==> config.mk <==
export PLATFORM = sky130hd
export DESIGN_NAME = rsa_out_fifo_flat
export DESIGN_NICKNAME = d
export VERILOG_FILES = /design/src/hdl/rsa_pkg.sv /design/src/hdl/rsa_if.sv /design/src/hdl/rsa_out_fifo.sv /design/src/flat_wrapper.sv
export SDC_FILE = /design/constraint.sdc
export NUM_CORES = 1
export LEC_CHECK = 0
export BUFFER_PORTS_ARGS = -buffer_cell sky130_fd_sc_hd__buf_2
export CAP_MARGIN = 5
export CORE_AREA = 3 3 95 97
export DETAILED_ROUTE_END_ITERATION = 10
export DIE_AREA = 0 0 98 100
export PLACE_DENSITY = 0.72
export SYNTH_ARGS = -nofsm -noshare
export SYNTH_HDL_FRONTEND = slang
export SYNTH_SLANG_ARGS = --single-unit
==> constraint.sdc <==
create_clock -name clk -period 3.3 [get_ports clk]
set_input_delay 0.165 -clock clk [delete_from_list [all_inputs] [get_ports clk]]
set_output_delay 0.165 -clock clk [all_outputs]
set_load 0.005 [all_outputs]
==> src/hdl/rsa_pkg.sv <==
// ----------------------------------------------------------------------------
// rsa_pkg
// Shared types and constants of the region spectrum accumulator.
// ----------------------------------------------------------------------------
package rsa_pkg;

  localparam int BINS  = 16384;
  localparam int BIN_W = $clog2(BINS);

  localparam int FIFO_DEPTH = 3;
  localparam int FIFO_PW    = $clog2(FIFO_DEPTH);
  localparam int FIFO_CW    = $clog2(FIFO_DEPTH + 1);

  localparam logic signed [31:0] POS_X_CODE      = 32'sd50000000;
  localparam logic signed [32:0] POS_Y_CODE      = 33'sd60000000;
  localparam logic signed [31:0] WORD_PIXEL_END  = -32'sd1;
  localparam logic signed [31:0] WORD_STREAM_END = -32'sd2;

  localparam logic [1:0] FUNC_CLEAR  = 2'd0;
  localparam logic [1:0] FUNC_STREAM = 2'd1;
  localparam logic [1:0] FUNC_READ   = 2'd2;

  localparam logic [1:0] CFG_X_LOW  = 2'd0;
  localparam logic [1:0] CFG_X_HIGH = 2'd1;
  localparam logic [1:0] CFG_Y_LOW  = 2'd2;
  localparam logic [1:0] CFG_Y_HIGH = 2'd3;

  localparam logic KIND_BIN = 1'b0;
  localparam logic KIND_EOS = 1'b1;

  typedef enum logic [2:0] {
    PH_SEEK,
    PH_Y,
    PH_SKIP,
    PH_COUNT,
    PH_CHAN,
    PH_DONE
  } phase_t;

  typedef enum logic [2:0] {
    OP_NONE,
    OP_CLEAR,
    OP_ADD,
    OP_READ,
    OP_READ_ZERO,
    OP_EOS
  } op_t;

  typedef struct packed {
    logic              valid;
    op_t               op;
    logic [BIN_W-1:0]  addr;
    logic [31:0]       count;
  } req_t;

  typedef struct packed {
    logic        valid;
    logic        kind;
    logic [31:0] value;
  } res_t;

  typedef struct packed {
    logic busy;
    logic res_pending;
  } stat_t;

endpackage

==> src/hdl/rsa_if.sv <==


interface rsa_out_if;
  logic               valid;
  logic               ready;
  logic               kind;
  logic signed [31:0] bin_value;

  modport source (output valid, kind, bin_value, input ready);
  modport sink   (input valid, kind, bin_value, output ready);
endinterface


==> src/hdl/rsa_out_fifo.sv <==
// ----------------------------------------------------------------------------
// rsa_out_fifo
// Small result queue that decouples the store pipeline from the receiver.
// ----------------------------------------------------------------------------
module rsa_out_fifo (
  input  logic                   clk,
  input  logic                   rst_n,
  input  rsa_pkg::res_t          push,
  output logic [rsa_pkg::FIFO_CW-1:0] count,
  rsa_out_if.source              out_ch
);
  import rsa_pkg::*;

  logic               kind_r  [FIFO_DEPTH];
  logic [31:0]        value_r [FIFO_DEPTH];
  logic [FIFO_PW-1:0] head_r, tail_r;
  logic [FIFO_CW-1:0] cnt_r;
  logic               pop;

  function automatic logic [FIFO_PW-1:0] ptr_inc(input logic [FIFO_PW-1:0] p);
    ptr_inc = (p == FIFO_PW'(FIFO_DEPTH - 1)) ? '0 : p + 1'b1;
  endfunction

  assign pop              = out_ch.valid && out_ch.ready;
  assign out_ch.valid     = (cnt_r != '0);
  assign out_ch.kind      = kind_r[head_r];
  assign out_ch.bin_value = value_r[head_r];
  assign count            = cnt_r;

  always_ff @(posedge clk) begin
    if (push.valid) begin
      kind_r[tail_r]  <= push.kind;
      value_r[tail_r] <= push.value;
    end
  end

  always_ff @(posedge clk) begin
    if (!rst_n) begin
      head_r <= '0;
      tail_r <= '0;
      cnt_r  <= '0;
    end else begin
      if (push.valid) begin
        tail_r <= ptr_inc(tail_r);
      end
      if (pop) begin
        head_r <= ptr_inc(head_r);
      end
      case ({push.valid, pop})
        2'b10:   cnt_r <= cnt_r + 1'b1;
        2'b01:   cnt_r <= cnt_r - 1'b1;
        default: cnt_r <= cnt_r;
      endcase
    end
  end

endmodule

==> src/flat_wrapper.sv <==
// flat-port wrapper written by rule: the top's interface ports become plain ports
module rsa_out_fifo_flat import rsa_pkg::*;
  (clk, rst_n, push, count, out_ch_valid, out_ch_kind, out_ch_bin_value, out_ch_ready);
  rsa_out_if out_ch_i ();
  input  logic clk;
  input  logic rst_n;
  input  rsa_pkg::res_t push;
  output logic [rsa_pkg::FIFO_CW-1:0] count;
  output wire logic [$bits(out_ch_i.valid)-1:0] out_ch_valid;
  output wire logic [$bits(out_ch_i.kind)-1:0] out_ch_kind;
  output wire logic [$bits(out_ch_i.bin_value)-1:0] out_ch_bin_value;
  input wire logic [$bits(out_ch_i.ready)-1:0] out_ch_ready;
  assign out_ch_valid = out_ch_i.valid;
  assign out_ch_kind = out_ch_i.kind;
  assign out_ch_bin_value = out_ch_i.bin_value;
  assign out_ch_i.ready = out_ch_ready;
  rsa_out_fifo u_core (.clk(clk), .rst_n(rst_n), .push(push), .count(count), .out_ch(out_ch_i));
endmodule
# ---- Word-level counts from Yosys, hierarchy flattened
# Memories as Yosys holds them, arrays and structs flattened. A register that Yosys moved wholly into a read port is not among the register bits.
# Cells that the tools add are included.
dict set report classes {
  n_addsub 4
  n_eq_ne 4
  mux 9
  n_reduce_logical 3
}
# operator n
set op_table {}
lappend op_table {{two-way mux 2 bit} 6}
lappend op_table {{adder 2 x 1 -> 2 bit, second input constant} 3}
lappend op_table {{== test 2 bit, second input constant} 3}
lappend op_table {{case mux 2 bit (2 select lines)} 1}
lappend op_table {{nonzero test 2 bit} 2}
lappend op_table {{== test 2 x 1 -> 1 bit, second input constant} 1}
lappend op_table {{two-way mux 1 bit} 2}
lappend op_table {{subtractor 2 x 1 -> 2 bit, second input constant} 1}
lappend op_table {{logical AND 1 bit} 1}
dict set report word_totals {
  regBits 6
  ramBits 99
  in_bits 37
  output_inout_bits 36
  elab_cells 25
  n_memories 2
}
# memory depth width rd rd_ports_with_merged_regs write_ports line
set memory_table {}
lappend memory_table {u_core.value_r 3 32 1 1 1 rsa_out_fifo.sv:15} ;# logic [31:0] value_r [FIFO_DEPTH];
lappend memory_table {u_core.kind_r 3 1 1 1 1 rsa_out_fifo.sv:14} ;# logic kind_r [FIFO_DEPTH];

# ---- Depth between registers and ports, before layout
dict set report logic_depth {
  depth_word 4
  ltp_mapped 6
  ltp_nobuf 6
}

# ---- Worst setup path before layout
# OpenSTA, ideal clock, no wires.
dict set report synth_path {
  path_type {reg2reg}
  startpoint {register u_core.tail_r[0]}
  endpoint {memory u_core.kind_r[1], enable pin}
  setup_ns 0.474
  arrival_time_ns 2.854
  required_time_ns 2.826
  setup_slack_ns -0.028
  path_stages_with_launch 2
  path_buffers 0
  period_less_slack_ns 3.328
  cell_sequence {dfxtp_1 > nor3b_1}
}
# element line
set synth_rtl {}
lappend synth_rtl {{start, declared} rsa_out_fifo.sv:16} ;# logic [FIFO_PW-1:0] head_r, tail_r;
lappend synth_rtl {{start signal, assigned} rsa_out_fifo.sv:44} ;# tail_r <= ptr_inc(tail_r);
lappend synth_rtl {{end, declared} rsa_out_fifo.sv:14}
# No word-level cell before the write port.

==> results.cfg <==
[floorplan]
dieArea_mm2 = 0.00980
rows = 33
die_h_um = 100
die_width_um = 98
core_area_mm2 = 0.00822
initial_core_util_pct = 48.3
top_level_ports = 73

[grt]
antenna_found_initial = 0
grt_pass1_vias = 2113
overflow = 0
grt_pass1_wl_mm = 10.5
grtUsageTotal_pct = 13.8
grt_max_degree = 67

[critical_path]
crit_arrival_ps = 2010
slowest_delay_ps = 1050
required_ps = 3130
cp_slowest_cell = dfxtp_2
crit_path_start_kind = flip-flop
worst-path-buf-inv = 1
crit_fanout = 33
worst_setup_path_end_kind = output port
crit_chain = mux2i_1 -> o21ai_0 -> buf_2
path_delay_family = flip-flops
critical_path_class = reg -> out

[route]
final_antenna_net_count = 0
routedWlPerCell_um = 14.8
wl_met1_mm = 2.88
drc_errors = 0
wl_mm = 6.49
vias_per_cell = 4.88
topRoutingLayerUsed = met4
routed-wl-met3_um = 248
drt_iter0_markers = 120
wl_met2_mm = 3.30
vias = 2144
drt_first_pass_iters = 4

[cells_and_area]
layout-drive-gt1-share_pct = 29.6
stdcell_count = 439
area_growth_pct = 20.5
layout.nets = 367
diodes = 0

[clock_tree]
insertion_delay_ps = 350
cts.sinks = 107
htree_levels = 3
post-cts-setup-buffer-count = 0
cts_resized = 0
cts_tree = yes
cts_buffers = 9
cts_root_buf = clkbuf_8
clk_pin_slew_worst_paths_ps = 90
clockBufferDepth = 2

[logic_synthesis]
ys_types = 23
syn_area_mm2 = 0.00397
syn_nets = 280
ys_seq_elements = 107
synth_warnings = 0
synthCells = 242
ys_seq_area_share_pct = 78.9
yosysTopAreaCell = edfxtp_1
synth_top_area_share_pct = 74.9
syn_area_per_cell_um2 = 16.4
synthTopCellsByArea = edfxtp_1 (75%), mux2i_1 (8.3%), o21ai_0 (4.3%), dfxtp_1 (4.0%), nand2_1 (3.4%)

[sta]
fmax_mhz = 460
period_share_pct = 65.9
finalSetupViolCount = 0
tightestPinTransition_ps = 1070
clock_skew_ps = 10.5
setup-tns-final_ps = 0
rsz0062_at_grt = false
hold_viol_final = 0
period_minus_slack_ps = 2170
fin_hold_ws_ps = 20.9
slew_headroom_pct = 28.5
slew_viol_final = 0

[place]
numPortBuffers = 72
dp.cells = 412
place.gp.congestion = 0.698
dp_hpwl_mm = 3.91

[flow_run]
drv_cap = 0

[hold_path]
hp-class = in -> reg

[run_status]
status = finished clean

[power_and_ir_drop]
p_per_area_mw_per_mm2 = 606
vdd_drop_max_v = 0.000310
power.leakage_nw = 1.65
-- final timing paths --
kind | from | to | slack [ps] | cells after the start
max | flip-flop | out_ch_bin_value[2] | 1130 | 3
min reg2reg | u_core.count[1] | u_core.count[1] | 520 | 2
max reg2reg | u_core.tail_r[1] | u_core.value_r[2][3] | 1540 | 2
min | push[29] | u_core.value_r[1][29] | 20 | 1
-- placed cells by master (no fill, tap or decap) --
cell type	n
ha_1	1
nor2_4	1
clkinv_4	3
dfxtp_2	2
or2_2	1
dfxtp_1	6
inv_6	1
a21boi_1	1
and2_1	1
clkbuf_8	10
or3_1	2
o21ai_0	34
dlygate4sd3_1	11
clkinvlp_4	1
nor2b_1	2
o21a_1	2
inv_1	2
bufinv_16	1
o21ai_2	1
mux2i_1	33
xnor2_1	2
a21boi_0	2
buf_2	72
buf_4	4
nor3b_4	1
or3b_1	1
edfxtp_1	99
nor3_2	1
nand2_1	36
-- registers in the layout, indices dropped and copies added (netlist names), named ones only --
name            count
u_core.count        2
u_core.head_r       2
u_core.kind_r       3
u_core.tail_r       2
u_core.value_r     96
-- synth_stat cells --
library cell   n
or2_2          1
clkbuf_1       6
buf_2          2
xnor2_1        2
edfxtp_1      99
a21boi_0       2
nand2_1       36
nor3b_1        1
inv_1          2
or3b_1         1
a21boi_1       1
nor2b_1        2
buf_4          3
ha_1           1
o21ai_0       34
mux2i_1       33
or3_1          2
o21ai_2        1
nor2_1         1
nor3_1         1
dfxtp_1        8
and2_1         1
o21a_1         2
-- routing by layer --
layer	global-route usage [%]	vias up
met2	23.6	49
met5	0	-
li1	-	1074
met3	3.27	7
met1	17.4	1014
met4	4.79	0
-- power breakdown --
part	internal [mW]	switching, mW	total, mW
clock	0.378	0.417	0.795
combinational	0.246	0.184	0.430
sequential	1.56	0.110	1.67
-- worst reg2reg max path: cells and delay by family (launching register included) --
kind | cells | cell delay [ps]
simple gates | 2 | 900
flops | 1 | 440
-- layout make-up --
class	instances	area, µm²
clock buffers	10	138
inverters	2	7.51
flip-flops and latches	107	3140
well taps	105	131
multi-input cells	122	798
repair buffers	87	500
fillers	649	3430
clock inverters	6	72.6
-- kinds of logic (layout without fill, tap and decap cells) --
kind of cell	Yosys count	after routing	share of synthesized area [%]
flops	107	107	78.9
fa+ha+maj	1	1	0.315
buf+inv	13	105	1.58
mux	33	33	8.32
xor+xnor	2	2	0.441
compound gates	40	40	5.45
simple gates	46	46	4.98
-- repair_timing --
| item | CTS | global route |
|---|---|---|
| endpoints found under the hold margin | 24 | 6 |
| hold buffers | 8 | 3 |
| setup endpoints to repair | 0 | 0 |
-- through the flow --
step	area [µm²]	setup WS (ps)	util [%]	power, mW
2_1_floorplan	3980	163	-	1.93
3_5_place_dp	4460	1460	54.3	2.13
4_1_cts	4750	1050	57.8	2.94
6_report	4780	1130	58.2	2.90
3_3_place_gp	4460	1470	54.3	2.12
5_1_grt	4780	924	58.2	3.04
No activity file was read; power rests on OpenSTA's default activity.
