### src/hdl/rsa_pkg.sv
// ----------------------------------------------------------------------------
// rsa_pkg
// Shared types and constants of the region spectrum accumulator.
// ----------------------------------------------------------------------------
package rsa_pkg;

  localparam int BINS  = 16384;
  localparam int BIN_W = $clog2(BINS);

  localparam int FIFO_DEPTH = 3;
  localparam int FIFO_PW    = $clog2(FIFO_DEPTH);
  localparam int FIFO_CW    = $clog2(FIFO_DEPTH + 1);

  localparam logic signed [31:0] POS_X_CODE      = 32'sd50000000;
  localparam logic signed [32:0] POS_Y_CODE      = 33'sd60000000;
  localparam logic signed [31:0] WORD_PIXEL_END  = -32'sd1;
  localparam logic signed [31:0] WORD_STREAM_END = -32'sd2;

  localparam logic [1:0] FUNC_CLEAR  = 2'd0;
  localparam logic [1:0] FUNC_STREAM = 2'd1;
  localparam logic [1:0] FUNC_READ   = 2'd2;

  localparam logic [1:0] CFG_X_LOW  = 2'd0;
  localparam logic [1:0] CFG_X_HIGH = 2'd1;
  localparam logic [1:0] CFG_Y_LOW  = 2'd2;
  localparam logic [1:0] CFG_Y_HIGH = 2'd3;

  localparam logic KIND_BIN = 1'b0;
  localparam logic KIND_EOS = 1'b1;

  typedef enum logic [2:0] {
    PH_SEEK,
    PH_Y,
    PH_SKIP,
    PH_COUNT,
    PH_CHAN,
    PH_DONE
  } phase_t;

  typedef enum logic [2:0] {
    OP_NONE,
    OP_CLEAR,
    OP_ADD,
    OP_READ,
    OP_READ_ZERO,
    OP_EOS
  } op_t;

  typedef struct packed {
    logic              valid;
    op_t               op;
    logic [BIN_W-1:0]  addr;
    logic [31:0]       count;
  } req_t;

  typedef struct packed {
    logic        valid;
    logic        kind;
    logic [31:0] value;
  } res_t;

  typedef struct packed {
    logic busy;
    logic res_pending;
  } stat_t;

endpackage

### src/hdl/rsa_parser.sv
// ----------------------------------------------------------------------------
// rsa_parser
// Rectangle registers and pixel record parser; issues one store request per
// accepted word.
// ----------------------------------------------------------------------------
module rsa_parser (
  input  logic               clk,
  input  logic               rst_n,
  input  logic               cfg_we,
  input  logic [1:0]         cfg_index,
  input  logic [11:0]        cfg_data,
  input  logic               accept,
  input  logic [1:0]         func,
  input  logic signed [31:0] word,
  input  logic [13:0]        bin_index,
  output rsa_pkg::req_t      req
);
  import rsa_pkg::*;

  logic [11:0] x_low_r, x_high_r, y_low_r, y_high_r;
  phase_t      phase_r, phase_nxt;
  logic        x_in_r, x_in_nxt;
  logic        sel_r, sel_nxt;
  logic [31:0] held_r, held_nxt;

  logic [11:0]        x_lo, x_hi, y_lo, y_hi;
  logic [31:0]        x_diff;
  logic signed [32:0] y_diff;
  logic               x_inside, y_inside, single_pt, chan_ok;

  always_ff @(posedge clk) begin
    if (!rst_n) begin
      x_low_r  <= '0;
      x_high_r <= '0;
      y_low_r  <= '0;
      y_high_r <= '0;
    end else if (cfg_we) begin
      case (cfg_index)
        CFG_X_LOW:  x_low_r  <= cfg_data;
        CFG_X_HIGH: x_high_r <= cfg_data;
        CFG_Y_LOW:  y_low_r  <= cfg_data;
        CFG_Y_HIGH: y_high_r <= cfg_data;
        default: ;
      endcase
    end
  end

  always_ff @(posedge clk) begin
    if (!rst_n) begin
      phase_r <= PH_SEEK;
      x_in_r  <= 1'b0;
      sel_r   <= 1'b0;
      held_r  <= '0;
    end else begin
      phase_r <= phase_nxt;
      x_in_r  <= x_in_nxt;
      sel_r   <= sel_nxt;
      held_r  <= held_nxt;
    end
  end

  assign x_lo      = (x_low_r < x_high_r) ? x_low_r : x_high_r;
  assign x_hi      = (x_low_r < x_high_r) ? x_high_r : x_low_r;
  assign y_lo      = (y_low_r < y_high_r) ? y_low_r : y_high_r;
  assign y_hi      = (y_low_r < y_high_r) ? y_high_r : y_low_r;
  assign x_diff    = 32'(word - POS_X_CODE);
  assign y_diff    = $signed({word[31], word}) - POS_Y_CODE;
  assign x_inside  = (x_diff >= {20'd0, x_lo}) && (x_diff <= {20'd0, x_hi});
  assign y_inside  = !y_diff[32] && (y_diff[31:0] >= {20'd0, y_lo}) &&
                     (y_diff[31:0] <= {20'd0, y_hi});
  assign single_pt = (x_low_r == x_high_r) && (y_low_r == y_high_r);
  assign chan_ok   = !word[31] && (word[30:0] < 31'(BINS));

  always_comb begin
    phase_nxt = phase_r;
    x_in_nxt  = x_in_r;
    sel_nxt   = sel_r;
    held_nxt  = held_r;
    req.valid = accept;
    req.op    = OP_NONE;
    req.addr  = BIN_W'(bin_index);
    req.count = held_r;
    if (accept) begin
      case (func)
        FUNC_CLEAR: begin
          req.op    = OP_CLEAR;
          phase_nxt = PH_SEEK;
          x_in_nxt  = 1'b0;
          sel_nxt   = 1'b0;
          held_nxt  = '0;
        end
        FUNC_READ: begin
          req.op = (32'(bin_index) < 32'(BINS)) ? OP_READ : OP_READ_ZERO;
        end
        FUNC_STREAM: begin
          case (phase_r)
            PH_SEEK: begin
              if (word == WORD_STREAM_END) begin
                phase_nxt = PH_DONE;
                req.op    = OP_EOS;
              end else if (word > POS_X_CODE) begin
                x_in_nxt  = x_inside;
                phase_nxt = PH_Y;
              end
            end
            PH_Y: begin
              sel_nxt   = x_in_r && y_inside;
              phase_nxt = PH_SKIP;
            end
            PH_SKIP: begin
              phase_nxt = sel_r ? PH_COUNT : PH_SEEK;
            end
            PH_COUNT: begin
              if (word == WORD_PIXEL_END) begin
                if (single_pt) begin
                  phase_nxt = PH_DONE;
                  req.op    = OP_EOS;
                end else begin
                  phase_nxt = PH_SEEK;
                end
              end else begin
                held_nxt  = word;
                phase_nxt = PH_CHAN;
              end
            end
            PH_CHAN: begin
              if (chan_ok) begin
                req.op   = OP_ADD;
                req.addr = word[BIN_W-1:0];
              end
              phase_nxt = PH_COUNT;
            end
            default: ;
          endcase
        end
        default: ;
      endcase
    end
  end

endmodule

### config.mk
export PLATFORM = sky130hd
export DESIGN_NAME = rsa_parser
export DESIGN_NICKNAME = d
export VERILOG_FILES = /design/src/hdl/rsa_pkg.sv /design/src/hdl/rsa_parser.sv
export SDC_FILE = /design/constraint.sdc
export NUM_CORES = 1
export LEC_CHECK = 0
export ABC_AREA = 1
export BUFFER_PORTS_ARGS = -buffer_cell sky130_fd_sc_hd__clkbuf_2
export CAP_MARGIN = 20
export CORE_ASPECT_RATIO = 0.5
export CORE_MARGIN = 1.5
export CORE_UTILIZATION = 50
export CTS_CLUSTER_DIAMETER = 40
export DETAILED_ROUTE_END_ITERATION = 12
export HOLD_SLACK_MARGIN = 0.02
export PLACE_DENSITY = 0.76
export REMOVE_ABC_BUFFERS = 1
export SYNTH_ARGS = -nofsm -noshare
export SYNTH_HDL_FRONTEND = slang
export SYNTH_SLANG_ARGS = --single-unit
### constraint.sdc
create_clock -name clk -period 8.08 [get_ports clk]
set_input_delay 1.616 -clock clk [delete_from_list [all_inputs] [get_ports clk]]
set_output_delay 1.616 -clock clk [all_outputs]
set_load 0.02 [all_outputs]
Word-level counts from Yosys, hierarchy flattened
Cells that the tools add are included.
{ "classes": {"n_addsub": 2, "magnitude_cmp": 8, "n_eq_ne": 21, "mux": 28, "n_reduce_logical": 20} }
{ "ops": {"columns": ["op", "count"], "rows": [
  ["32-bit by 12-bit greater-or-equal comparator with 1-bit output", 2],
  ["32-bit by 12-bit <= comparator with 1-bit output", 2],
  ["32-bit 2-to-1 mux", 2],
  ["32-bit one-hot mux with 2 select lines", 1],
  ["12-bit 2-to-1 mux", 4],
  ["32-bit by 27-bit subtractor with 33-bit output (second input constant)", 1],
  ["32-bit by 1-bit == test with 1-bit output (second input constant)", 1],
  ["32-bit by 2-bit == test with 1-bit output (second input constant)", 1],
  ["32-bit by 27-bit > comparator with 1-bit output (second input constant)", 1],
  ["32-bit by 27-bit subtractor with 32-bit output (second input constant)", 1],
  ["31-bit by 15-bit less-than comparator with 1-bit output (second input constant)", 1],
  ["14-bit 2-to-1 mux", 2],
  ["12-bit == test", 2],
  ["12-bit less-than comparator", 2],
  ["3-bit 2-to-1 mux", 6],
  ["3-bit one-hot mux with 3 select lines", 2],
  ["17-bit 2-to-1 mux", 1],
  ["16-bit 2-to-1 mux", 1],
  ["3-bit one-hot mux with 5 select lines", 1],
  ["2-bit AND reduction", 4],
  ["4-bit AND reduction", 2],
  ["2-bit == test (second input constant)", 3],
  ["3-bit by 2-bit == test with 1-bit output (second input constant)", 2],
  ["1-bit logical AND", 6],
  ["other kinds (17)", 28]
]} }
{ "totals": {"reg_bits": 85, "output_inout_bits": 50, "elab_cells": 87} }

Logic depth before layout (Yosys ltp)
Gate-level depths: netlist of the first run.
{ "depth": {"depth_word": 8, "depth_mapped": 26, "ltp_nobuf": 25} }

Worst setup path after synthesis of the first run
OpenSTA, ideal clock, no wires.
{ "synth_path": {"path_kind": "input-to-output", "from": "input word[19]", "to": "output req[32] (netlist bit)", "arrival_ns": 3.224, "setup_slack_ns": 3.240, "stages": 8, "path_buffers": 3, "cell_sequence": "buf_2 inv_1 nand2_2 nor4_1 nand4_1 clkbuf_1 clkbuf_1 o21ai_0"} }
{ "synth_rtl": {"columns": ["element", "line", "text"], "rows": [
  ["start: declaration", "rsa_parser.sv:14", "input logic signed [31:0] word,"],
  ["end: declaration", "rsa_parser.sv:16", "output rsa_pkg::req_t req"]
]} }

==> results of run 1 <==
-- area by class of cell --
| class | count | share of cell area (%) |
|---|---|---|
| multi-input cells | 969 | 59.50 |
| flip-flops and latches | 85 | 20.26 |
| clock inverters | 6 | 1.132 |
| repair buffers | 122 | 7.760 |
| well taps | 198 | 2.949 |
| clock buffers | 9 | 2.681 |
| inverters | 128 | 5.719 |
-- cell usage after synthesis --
library cell    n  area (um2)
o21bai_1        1       7.510
nor3_1          8       40.04
clkbuf_1       33       123.9
and3_1          1       6.260
nand2_2         3       18.77
a211oi_1        2       15.01
ha_1           77       963.4
a21o_1          1       7.510
nand2_4         1       11.26
inv_2           1       3.750
o21a_1          3       22.52
o211ai_1        3       22.52
o21ai_0       116       580.6
o2111ai_1       1       8.760
xor2_1          6       52.55
inv_1         124       465.5
o31ai_1         1       7.510
buf_6           4       45.04
dfxtp_1        85        1702
a21oi_1       124       620.6
and2_1          1       6.260
buf_2          14       70.07
nor2_2          2       12.51
nand3_1        74       370.4
o21ai_1         2       10.01
nand3b_1        1       7.510
nor3_2          1       10.01
nand4_1        54       337.8
buf_1           4       15.01
buf_4           3       22.52
nand2_1       332        1246
o21ai_2         1       8.760
nor2_1        145       544.3
clkinv_1        3       11.26
nor4_1          4       25.02
a31oi_1         3       18.77
nand3_2         1       10.01
-- cells in the final DEF, fill, tap and decap left out, types with 4 or more instances in the layout --
cell       Yosys  layout
a21oi_1      124     124
dfxtp_1       85      85
clkbuf_16      0       9
nand3_1       74      74
nand4_1       54      54
ha_1          77      77
nand2_1      332     332
nor2_1       145     145
buf_4          3       5
nor4_1         4       4
xor2_1         6       6
inv_1        124     124
clkbuf_2       0     115
o21ai_0      116     116
nor3_1         8       8
-- worst paths after layout --
kind,start,endpoint,depth (start not counted)
max,word[19],req[44],8
min,held_r[16],held_r[16],2
max reg2reg,x_high_r[11],x_in_r,20
min reg2reg,held_r[16],held_r[16],2
-- flip-flops by register name, summed over array words and instances (netlist names) --
register and count:
y_high_r 12, held_r 32, x_in_r 1, sel_r 1, phase_r 3, y_low_r 12
x_low_r 12, x_high_r 12
-- routing by layer --
metal	global-route usage, %	up-vias	wire length (um)
li1	-	4260	-
met1	41.34	3953	11080
met2	56.23	314	11450
met3	5.102	40	1842
met4	10.10	0	577
met5	0	-	0
-- power by group through the flow --
stage          Sequential, mW  Clock (mW)  Combinational (mW)
4_1_cts                 0.443       0.465               0.507
3_3_place_gp            0.452           0               0.486
5_1_grt                 0.445       0.482               0.589
2_1_floorplan           0.453           0               0.340
6_report                0.443       0.455               0.516
3_5_place_dp            0.453           0               0.501
-- worst register-to-register path: stages, from the launching register on --
cell	delay [ps]
dfxtp_1	310
inv_1	70
ha_1	300
nand2_1	90
inv_1	90
nand3_1	70
nor3_1	220
nand2_1	110
o2111ai_2	90
buf_4	400
nand2_1	110
o21ai_0	140
ha_1	310
a21oi_1	150
o21ai_0	110
nor2_1	120
nor2_1	50
nor2_1	280
nor2_1	120
nand4_1	110
a21oi_1	60
-- kinds of logic after synthesis --
group	Yosys count	synth area share [%]
xor+xnor	6	0.7053
buf+inv	186	10.16
fa+ha+maj	77	12.93
simple gates	628	35.52
flops	85	22.84
compound gates	258	17.85
==> results.toml, run 1 <==
[placed_design]
dp_slack_ps = 2546
gp_congestion = 0.9693
postPlaceCellArea_um2 = 8041
portBuffers = 115
dp_hpwl_um = 19180
dp_cells = 1500

[cells_and_area]
nets = 1458
n_antenna_cell = 0
fin_area_um2 = 8401
finalNonFillerCells = 1517
fin_util_pct = 57.91
regArea_um2 = 1702
multiInputGateArea_um2 = 4999
drive_gt1_share_pct = 11.22
area_growth_pct = 12.75
fill_cells = 1485

[die]
die_x_um = 175.6
io_pins = 116
start_util_pct = 51.36
coreArea_um2 = 14510
die-area_um2 = 15690
rows = 31
die_h_um = 89.32

[setup_path]
crit_family = "buffers and inverters"
worstSetupPathType = "in -> out"
crit_buf_inv = 4
worst_setup_path_end_kind = "output port"
worst_path_largest_cell_delay_ps = 460
worstPathArrival_ps = 3550
crit_path_start_kind = "input pin"
crit_path_max_fanout = 16
worst_path_most_repeated_cell = "clkbuf_2"
critical-path-slowest-cell = "nand4_1"
required_ps = 6460
path_cells = "clkbuf_2 -> inv_1 -> nand2_2 -> nor4_1 -> nand4_1 -> buf_6 -> o21ai_0 -> clkbuf_2"
r2r_slack_ps = 4660

[power]
fin_total_pwr_mw = 1.414
p_int_mw = 0.8809
power_switching_mw = 0.5335
power_frac_seq_pct = 31.4
total_leakage_power_nw = 4.006
pwr-share-clk_pct = 32.2
p_sw_share_pct = 37.72
irDropWorstVdd_mv = 0.1078
pwr-share-comb_pct = 36.5
p_per_area_nw_per_um2 = 168.4

[timing]
fin_crit_ps = 5171
setup_violations = 0
finalSetupTns_ps = 0
slew_headroom_pct = 38.66
period_share_pct = 64.00
whs_ps = 462.5
drv_slew = 0
skew_ps = 9.119
fmax_mhz = 193.4
rsz0062_at_grt = "no"
worst_pin_slew_ps = 917.5
setup_ws_ps = 2909
hold_violations = 0

[drt]
drt-total-wl_um = 24950
drc = 0
num_vias = 8567
drt_iter0_drc = 794
wire_per_inst_um = 16.44
ant_nets = 0
avgViaCountPerCell = 5.647
firstDrtPassIters = 6

[global_route]
track_usage_pct = 32.17
grt_max_degree = 51
first_global_vias = 7607
grt_first_pass_wirelength_um = 39090
antenna_found_initial = 0
overflow = 0

[clocking]
ctsResizeCount = 0
cts_tree = "yes"
cts_buffer_depth = 2
cts_setup_buffers = 0
htree_levels = 3
worstSkewPairLatency_ps = 350
clk_pin_slew_worst_paths_ps = 60
clkSinkCount = 85
cts_root_buffer = "clkbuf_16"
cts_buffers = 9
postCtsHoldBufs = 0

[synth]
synth-seq-area-share_pct = 22.84
ys_ff_latch = 85
ys_types = 37
synthCells = 1240
synth.avg_cell_area_um2 = 6.009
netlist_area_um2 = 7451
ys_warn_count = 0

[status]
outcome = "finished clean"

[job]
max_cap_viol_count = 0

[worst_hold_path]
hold_path.class = "reg -> reg"
(Power assumes the default switching activity.)
==> run 2, diff against run 1 <==
--- a/config.mk
+++ b/config.mk
@@ -14,7 +14,7 @@
 export CTS_CLUSTER_DIAMETER = 40
 export DETAILED_ROUTE_END_ITERATION = 12
 export HOLD_SLACK_MARGIN = 0.02
-export PLACE_DENSITY = 0.76
+export PLACE_DENSITY = 0.78
 export REMOVE_ABC_BUFFERS = 1
 export SYNTH_ARGS = -nofsm -noshare
 export SYNTH_HDL_FRONTEND = slang
==> constraint.sdc (replaced) <==
create_clock -name clk -period 4.3 [get_ports clk]
set_input_delay 0.86 -clock clk [delete_from_list [all_inputs] [get_ports clk]]
set_output_delay 0.86 -clock clk [all_outputs]
set_load 0.02 [all_outputs]
==> run 2 against run 1 <==
Clock power rose by 76%. Total power rose by 83%. Critical path depth rose by 5. Utilization fell by 0.21 points. Largest power group unchanged.
==> results.toml, run 2 (synthesis results as in run 1) <==
[die]
die_x_um = 175.6
start_util_pct = 51.36
die_h_um = 89.32
io_pins = 116
rows = 31
die-area_um2 = 15690
coreArea_um2 = 14510

[drt]
highest_layer = "met4"
firstDrtPassIters = 8
ant_nets = 0
avgViaCountPerCell = 5.531
wl_met2_um = 10720
met3_length_um = 1713
drc = 0
wl_met1_um = 11320
drt_iter0_drc = 701
wire_per_inst_um = 15.83
num_vias = 8413
drt-total-wl_um = 24080

[clocking]
cts_tree = "yes"
worstSkewPairLatency_ps = 360
cts_root_buffer = "clkbuf_16"
ctsResizeCount = 0
clk_pin_slew_worst_paths_ps = 70
cts_setup_buffers = 0
clkSinkCount = 85
htree_levels = 3
postCtsHoldBufs = 0
cts_buffer_depth = 2
cts_buffers = 9

[status]
outcome = "finished clean"

[setup_path]
crit_path_max_fanout = 4
worstPathArrival_ps = 2540
r2r-start = "x_high_r[11]"
worst_path_most_repeated_cell = "inv_1"
crit_path_start_kind = "flop"
startpoint = "x_high_r[11]"
path_cells = "inv_1 -> ha_1 -> nand2_1 -> inv_1 -> nand3_1 -> nor3_1 -> nand2_1 -> nor2_1 -> inv_1 -> nor2_1 -> o21ai_0 -> o21ai_0 -> clkbuf_2"
worstSetupPathType = "reg -> out"
crit_family = "simple AND/OR/NAND/NOR gates"
critical-path-slowest-cell = "dfxtp_1"
crit_buf_inv = 4
worst_setup_path_end_kind = "output port"
required_ps = 3440
worst_path_largest_cell_delay_ps = 310

[cells_and_area]
fill_cells = 1465
n_antenna_cell = 0
regMostFlops = "held_r"
drive_gt1_share_pct = 11.41
regArea_um2 = 1702
largest_reg_flops = 32
multiInputGateArea_um2 = 4999
layout_commonest_cell = "nand2_1"
fin_util_pct = 57.70
final_cell_mix = "332 x nand2_1, 145 x nor2_1, 124 x inv_1, 124 x a21oi_1, 116 x o21ai_0"
nets = 1461
area_growth_pct = 12.34
finalNonFillerCells = 1521

[power]
total_leakage_power_nw = 3.998
p_per_area_nw_per_um2 = 308.7
irDropWorstVdd_mv = 0.2092

[global_route]
grt_first_pass_wirelength_um = 37980
grt_max_degree = 51
first_global_vias = 7399
overflow = 0
antenna_found_initial = 0
track_usage_pct = 30.89

[timing]
setup_violations = 0
drv_slew = 0
rsz0062_at_grt = "no"
hold_violations = 0
slew_headroom_pct = 44.38
finalSetupTns_ps = 0
period_share_pct = 78.95
fin_crit_ps = 3395
whs_ps = 466.4
fmax_mhz = 294.5
skew_ps = 14.52
worst_pin_slew_ps = 831.9

[worst_hold_path]
hold_start = "held_r[21]"
hold_path.class = "reg -> reg"

[placed_design]
gp_congestion = 0.9824
portBuffers = 115
dp_hpwl_um = 18740
dp_cells = 1505

[job]
max_cap_viol_count = 0
-- run 2: changes by cell type in the layout (fill, tap and decap cells not counted) --
cell and change:
clkinv_8 +1, clkinv_4 -2, buf_16 -1, clkbuf_1 +1
buf_4 +5, bufinv_16 -2, inv_6 +2, buf_6 -1
inv_8 +1
-- run 2: worst register-to-register path, delay by kind of cell, from the launching register on --
family	cells	cell delay, ps
AO/OA/AOI/OAI	5	800
flip-flops	1	310
AND/OR/NAND/NOR	10	1020
buffers and inverters	3	550
adder cells (fa/ha/maj)	2	600
-- run 2: per-stage QoR --
step | worst slack [ps] | power [mW] | cell area [um2]
2_1_floorplan | 479.2 | 1.490 | 7174
3_3_place_gp | 961.8 | 1.745 | 8079
3_5_place_dp | 979.2 | 1.783 | 8079
4_1_cts | 957.5 | 2.586 | 8371
5_1_grt | 628.9 | 2.765 | 8371
6_report | 905.0 | 2.584 | 8371
-- run 2: worst paths after layout --
| kind | slack, ps | depth (start not counted) | end |
|---|---|---|---|
| min | 470 | 2 | held_r[21] |
| max reg2reg | 980 | 20 | x_in_r |
| min reg2reg | 470 | 2 | held_r[21] |
| max | 900 | 13 | req[46] |
-- run 2: final cells by class --
| type | instances | share of cell area, % |
|---|---|---|
| multi-input combinational | 969 | 59.72 |
| sequential | 85 | 20.33 |
| timing repair buffer | 125 | 7.773 |
| inverter | 128 | 5.740 |
| tap | 198 | 2.960 |
| clock buffer | 10 | 2.735 |
| clock inverter | 6 | 0.7474 |
-- run 2: per-layer routing --
layer,GRT usage [%],up-vias
met4,8.314,0
met3,4.549,31
li1,-,4272
met1,41.38,3791
met2,52.53,319
met5,0,-
-- run 2: power breakdown --
part | internal [mW] | leakage [nW] | switching, mW
registers | 0.815 | 0.692 | 0.0186
logic | 0.328 | 3.16 | 0.623
clock network | 0.410 | 0.143 | 0.389
